===== config.mk =====
export PLATFORM = sky130hd
export DESIGN_NAME = bfiq_ctrl
export DESIGN_NICKNAME = d
export VERILOG_FILES = /design/src/bfiq_pkg.sv /design/src/bfiq_ctrl.sv
export SDC_FILE = /design/constraint.sdc
export NUM_CORES = 1
export LEC_CHECK = 0
export BUFFER_PORTS_ARGS = -buffer_cell sky130_fd_sc_hd__buf_2
export CORE_MARGIN = 1.5
export CORE_UTILIZATION = 35
export DETAILED_ROUTE_END_ITERATION = 10
export GPL_ROUTABILITY_DRIVEN = 0
export HOLD_SLACK_MARGIN = 0.05
export PLACE_DENSITY_LB_ADDON = 0.2
export SYNTH_ARGS = -nofsm -noshare
export SYNTH_HDL_FRONTEND = slang
export SYNTH_SLANG_ARGS = --single-unit

===== constraint.sdc =====
create_clock -name i_clk -period 2.2 [get_ports i_clk]
set_input_delay 0.11 -clock i_clk [delete_from_list [all_inputs] [get_ports i_clk]]
set_output_delay 0.11 -clock i_clk [all_outputs]
set_load 0.01 [all_outputs]

===== src/bfiq_pkg.sv =====
// ----------------------------------------------------------------------------
// bfiq_pkg: shared constants and types for the Bloom filter insert/query block
// Field widths, register indexes, word kinds, hashing constants and the
// command/status bundles between the controller and the datapath.
// ----------------------------------------------------------------------------
package bfiq_pkg;

    // Default sizing of the bit store and the per-word index count
    localparam int DEF_MAX_BITS   = 65536;
    localparam int DEF_MAX_HASHES = 16;

    // Digest layout
    localparam int DIGEST_WORDS = 8;
    localparam int WORD_W       = 64;
    localparam logic [WORD_W-1:0] GOLDEN = 64'h9E37_79B9_7F4A_7C15;

    // Word kinds
    localparam logic KIND_ADD   = 1'b0;
    localparam logic KIND_QUERY = 1'b1;

    // Configuration registers
    localparam int BIT_COUNT_W  = 17;
    localparam int HASH_COUNT_W = 5;
    localparam int CFG_IDX_W    = 2;
    localparam int CFG_DATA_W   = 17;
    localparam logic [CFG_IDX_W-1:0] REG_BIT_COUNT  = 2'd0;
    localparam logic [CFG_IDX_W-1:0] REG_HASH_COUNT = 2'd1;
    localparam logic [BIT_COUNT_W-1:0]  BIT_COUNT_RST  = 17'd64;
    localparam logic [HASH_COUNT_W-1:0] HASH_COUNT_RST = 5'd7;

    // Bit store row organization
    localparam int ROW_BITS = 64;
    localparam int ROW_LOG  = 6;

    // Remainder unit: bits of the dividend consumed per cycle
    localparam int MOD_RADIX = 8;
    localparam int MOD_STEPS = WORD_W / MOD_RADIX;
    localparam int STEP_W    = $clog2(MOD_STEPS);

    // Controller to datapath commands
    typedef struct packed {
        logic clr;       // write one zero row of the clearing pass
        logic start;     // capture the accepted word
        logic load;      // form the next hash value
        logic mod_step;  // advance the remainder by one digit
        logic rd;        // read the indexed row
        logic upd;       // test or set the indexed bit
        logic out_load;  // place the query result in the output register
    } t_cmd;

    // Datapath to controller status
    typedef struct packed {
        logic clr_last;  // clearing pass is on its last row
        logic mod_last;  // remainder is on its last digit
        logic idx_last;  // current index is the last one of the word
        logic is_query;  // word in flight is a query
        logic out_busy;  // output register holds a result not yet taken
    } t_sts;

endpackage


===== src/bfiq_ctrl.sv =====
// ----------------------------------------------------------------------------
// bfiq_ctrl: sequencer of the Bloom filter block
// Runs the clearing pass after reset, then steps each word through its
// indices: form hash, reduce, read row, test or set, and deliver the answer.
// ----------------------------------------------------------------------------
module bfiq_ctrl (
    input  logic            i_clk,
    input  logic            i_rst_n,
    input  logic            i_in_valid,
    output logic            o_in_ready,
    input  bfiq_pkg::t_sts  i_sts,
    output bfiq_pkg::t_cmd  o_cmd
);
    import bfiq_pkg::*;

    typedef enum logic [6:0] {
        S_CLEAR = 7'b000_0001,
        S_IDLE  = 7'b000_0010,
        S_LOAD  = 7'b000_0100,
        S_MOD   = 7'b000_1000,
        S_READ  = 7'b001_0000,
        S_UPD   = 7'b010_0000,
        S_DONE  = 7'b100_0000
    } t_state;

    t_state r_state;
    t_state n_state;

    // Next state and commands
    always_comb begin
        n_state    = r_state;
        o_cmd      = '0;
        o_in_ready = 1'b0;
        case (r_state)
            S_CLEAR: begin
                o_cmd.clr = 1'b1;
                if (i_sts.clr_last) begin
                    n_state = S_IDLE;
                end
            end
            S_IDLE: begin
                o_in_ready = 1'b1;
                if (i_in_valid) begin
                    o_cmd.start = 1'b1;
                    n_state     = S_LOAD;
                end
            end
            S_LOAD: begin
                o_cmd.load = 1'b1;
                n_state    = S_MOD;
            end
            S_MOD: begin
                o_cmd.mod_step = 1'b1;
                if (i_sts.mod_last) begin
                    n_state = S_READ;
                end
            end
            S_READ: begin
                o_cmd.rd = 1'b1;
                n_state  = S_UPD;
            end
            S_UPD: begin
                o_cmd.upd = 1'b1;
                n_state   = i_sts.idx_last ? S_DONE : S_LOAD;
            end
            S_DONE: begin
                // adds finish silently; queries wait for a free output slot
                if (!i_sts.is_query) begin
                    n_state = S_IDLE;
                end else if (!i_sts.out_busy) begin
                    o_cmd.out_load = 1'b1;
                    n_state        = S_IDLE;
                end
            end
            default: begin
                n_state = S_CLEAR;
            end
        endcase
    end

    // State register
    always_ff @(posedge i_clk) begin
        if (!i_rst_n) begin
            r_state <= S_CLEAR;
        end else begin
            r_state <= n_state;
        end
    end

endmodule


==> summary.md <==
| Metric | Value |
|---|---|
| Final nets | 86 |
| Compound-gate portion of the synthesized area | 16.1% |
| Post-CTS sizing | 0 |
| Least-Margin Pin Slew | 0.389 ns |
| Top cell type by total area after synthesis | dfxtp_1 |
| Vias post-DR | between 500 and 600 |
| Max-Cap Viols | 0 |
| Placeable Area | roughly 1300 µm² |
| Reg2Reg Setup Slack | around 0.57 ns |
| Final hold violation count | 0 |
| Fin Clk Skew | 0.00482 ns |
| Final worst slack | 0.498 ns |
| Vias per inst | 5.48 |
| Die area | about 1600 µm² |
| Most common cell after layout, fill and taps aside | buf_2 |
| Slew Limit Fails | 0 |
| First-iteration detailed-routing DRC count | 11 |
| Layout cells sized above 1 | between 20% and 30% |
| RR Endpoint | r_state[0]$_SDFFE_PN1P_ |
| Synth Area in Adders | 0% |
| Final Setup Violations | 0 |
| CP startpoint kind | flip-flop |
| Clk buf depth | 2 |
| IO Pins | 16 |
| Post-DP HPWL | 910 µm |
| Seq/Total Area, Yosys | around 29% |
| CTS Buf Count | 3 |
| CP bufs+invs | 1 |
| Critical Path Start | r_state[6]$_SDFFE_PN0P_ |
| VDD IR max | 310 µV |
| Top reg by flops | r_state |
| PwrDens | 717 nW/µm² |
| Clock Pin Slew Worst Setup and Hold Paths | about 0.06 ns |
| Period utilization | between 70% and 80% |
| Relative slew margins | 74.0% |
| Post-route ant nets | 0 |
| Fin crit period | 1.70 ns |
| Global Route Usage Sum | roughly 17% |
| CTS Sinks | 7 |
| Antenna cells | 0 |
| # DRC | 0 |
| Number of cells on the worst hold path | 2 |
| CTS Hold Bufs | 0 |
| Die width | between 40 and 50 µm |
| Initial core utilization | 37.6% |
| First-pass GRT wire length | 1820 µm |
| Crit path DAT | roughly 1.6 ns |
| Leak | a little under 0.3 nW |
| Worst setup path category | reg -> out |
| Worst EP required | about 2.1 ns |
| CTS tree | built |
| Cell Area, Synth | 489 µm² |
| Max incr delay on CP | 0.39 ns |
| Syn_area_per_cell | approximately 7.9 µm² |
| Total grt overflow | 0 |
| Root buf cell | clkbuf_4 |
| CP Max Fanout | 8 |
| Fin Setup TNS | 0 ns |
| R2r startpoint | r_state[0]$_SDFFE_PN1P_ |
| Dominant combinational cell family by area after synthesis | simple AND/OR/NAND/NOR gates |
| Syn_nets | 70 |
| Pwr Total | 0.417 mW |
| Synth cell types | 28 |
| Synth warn | 0 |
| Top cell type's share of synthesized area | between 20% and 30% |
| Most frequent cells in the layout | buf_2 (15), nor2_1 (10), dfxtp_1 (7), inv_1 (4) |
| Worst R2R Path Depth | 4 |
| # rows | 13 |
| Setup Buffers After CTS | 0 |
| Largest net degree at the start of global routing | 11 |
| RSZ-0062 raised after global routing | no |
| Worst Hold Endpoint | r_state[0]$_SDFFE_PN1P_ |
| I/O Buffers | 15 |
| FMAX | slightly below 600 MHz |
| H-tree depth | 1 |
| Mux share of post-synthesis cell area | 0% |
| Dpl ws | just under 0.6 ns |
| Drt pass-1 iters | 4 |
| Slowest stage cell, crit path | dfxtp_1 |
| Vias in the first global route | ~430 |
| Crit path capture type | output port |
| Initial antenna violation count | 0 |
| Synth area leaders | dfxtp_1 (29%), nor2_1 (7.7%), nor4b_1 (5.4%) |
| Hold Crit Start | i_rst_n |
| Hold crit path type | in -> reg |
| Die height | between 40 and 50 µm |
| Delay-heaviest family, CP | simple AND/OR/NAND/NOR gates |
| Seq cells post-synth | 7 |
| Clk_lat worst skew | ~0.26 ns |
| Post-Syn Instances | 62 |
| Detailed Route WL | 1160 µm |
| WL/cell | 12.6 µm |
| Area growth, synth to finish | 18.9% |
| Status | completed |
| Synth Area in XOR/XNOR | ~3.6% |
| Synth Area in Simple Gates | 43.0% |
| Worst-path cell chain | nor4_1 > and3_1 > and2_1 > buf_2 |
| Max reg flops | 7 |
| Largest registers | r_state (7) |
routing by layer:
metal / vias up / part of all wire (%) / global-route usage (%)
li1: 257 / - / -
met1: 230 / 50 / 22.9
met2: 15 / 44 / 26.6
met3: 2 / 4.7 / 3.33
met4: 0 / 0.86 / 5.00
met5: - / 0 / 0
how the worst max path moves through the flow:
stage | end | slack, ns | cells past startpoint
2_1_floorplan | r_state[0]$_SDFFE_PN1P_ | 0.69 | 4
3_3_place_gp | r_state[0]$_SDFFE_PN1P_ | 0.63 | 4
3_5_place_dp | r_state[0]$_SDFFE_PN1P_ | 0.59 | 4
4_1_cts | o_cmd[5] | 0.50 | 4
5_1_grt | o_cmd[5] | 0.34 | 4
6_report | o_cmd[5] | 0.50 | 4
worst register-to-register path, stage by stage, from the launching register on:
cell,delay (ns)
dfxtp_1,0.46
inv_1,0.12
or4_4,0.43
a2111oi_2,0.36
o311ai_1,0.13
cell type report:
cell class	count	area, µm²
clock buffers	4	26.3
inverters	4	15.0
multi-input cells	47	307
repair buffers	15	75.1
flip-flops and latches	7	140
well taps	15	18.8
fillers	152	719
Yosys cell counts:
library cell and count:
a2111oi_2 1, a21boi_0 2, a21oi_1 1, and2_1 1, and3_1 3, and4b_1 2
and4bb_2 1, buf_2 1, buf_4 1, buf_6 1, clkbuf_1 1, dfxtp_1 7
inv_1 4, nand2_1 3, nand2b_1 2, nand3_1 1, nand4_1 3, nand4b_1 1
nor2_1 10, nor3_1 3, nor4_1 1, nor4b_1 3, o211ai_1 3, o21a_1 1
o21ai_0 1, o311ai_1 1, or4_4 1, xor2_1 2
report_power, final:
| group | internal, mW | switching [mW] |
|---|---|---|
| Combinational | 0.0678 | 0.0646 |
| Sequential | 0.138 | 0.0255 |
| Clock | 0.0695 | 0.0512 |
| Total | 0.276 | 0.141 |
kinds of logic (layout without fill, tap and decap cells):
group / count (synthesis) / in the layout
and+or+nand+nor: 35 / 35
AOI/OAI and AO/OA: 10 / 10
buffers and inverters: 8 / 23
DFF: 7 / 7
xor gates and xnor gates: 2 / 2
stage by stage:
stage	util (%)	area [µm²]	std cells	hold slack [ns]
floorplan	-	489	62	0.188
global placement	42.7	556	88	0.344
detailed placement	42.7	556	88	0.345
CTS	44.7	582	92	0.0838
global route	44.7	582	92	0.107
finish	44.7	582	92	0.0845
Power figures use the tool's default switching activity.
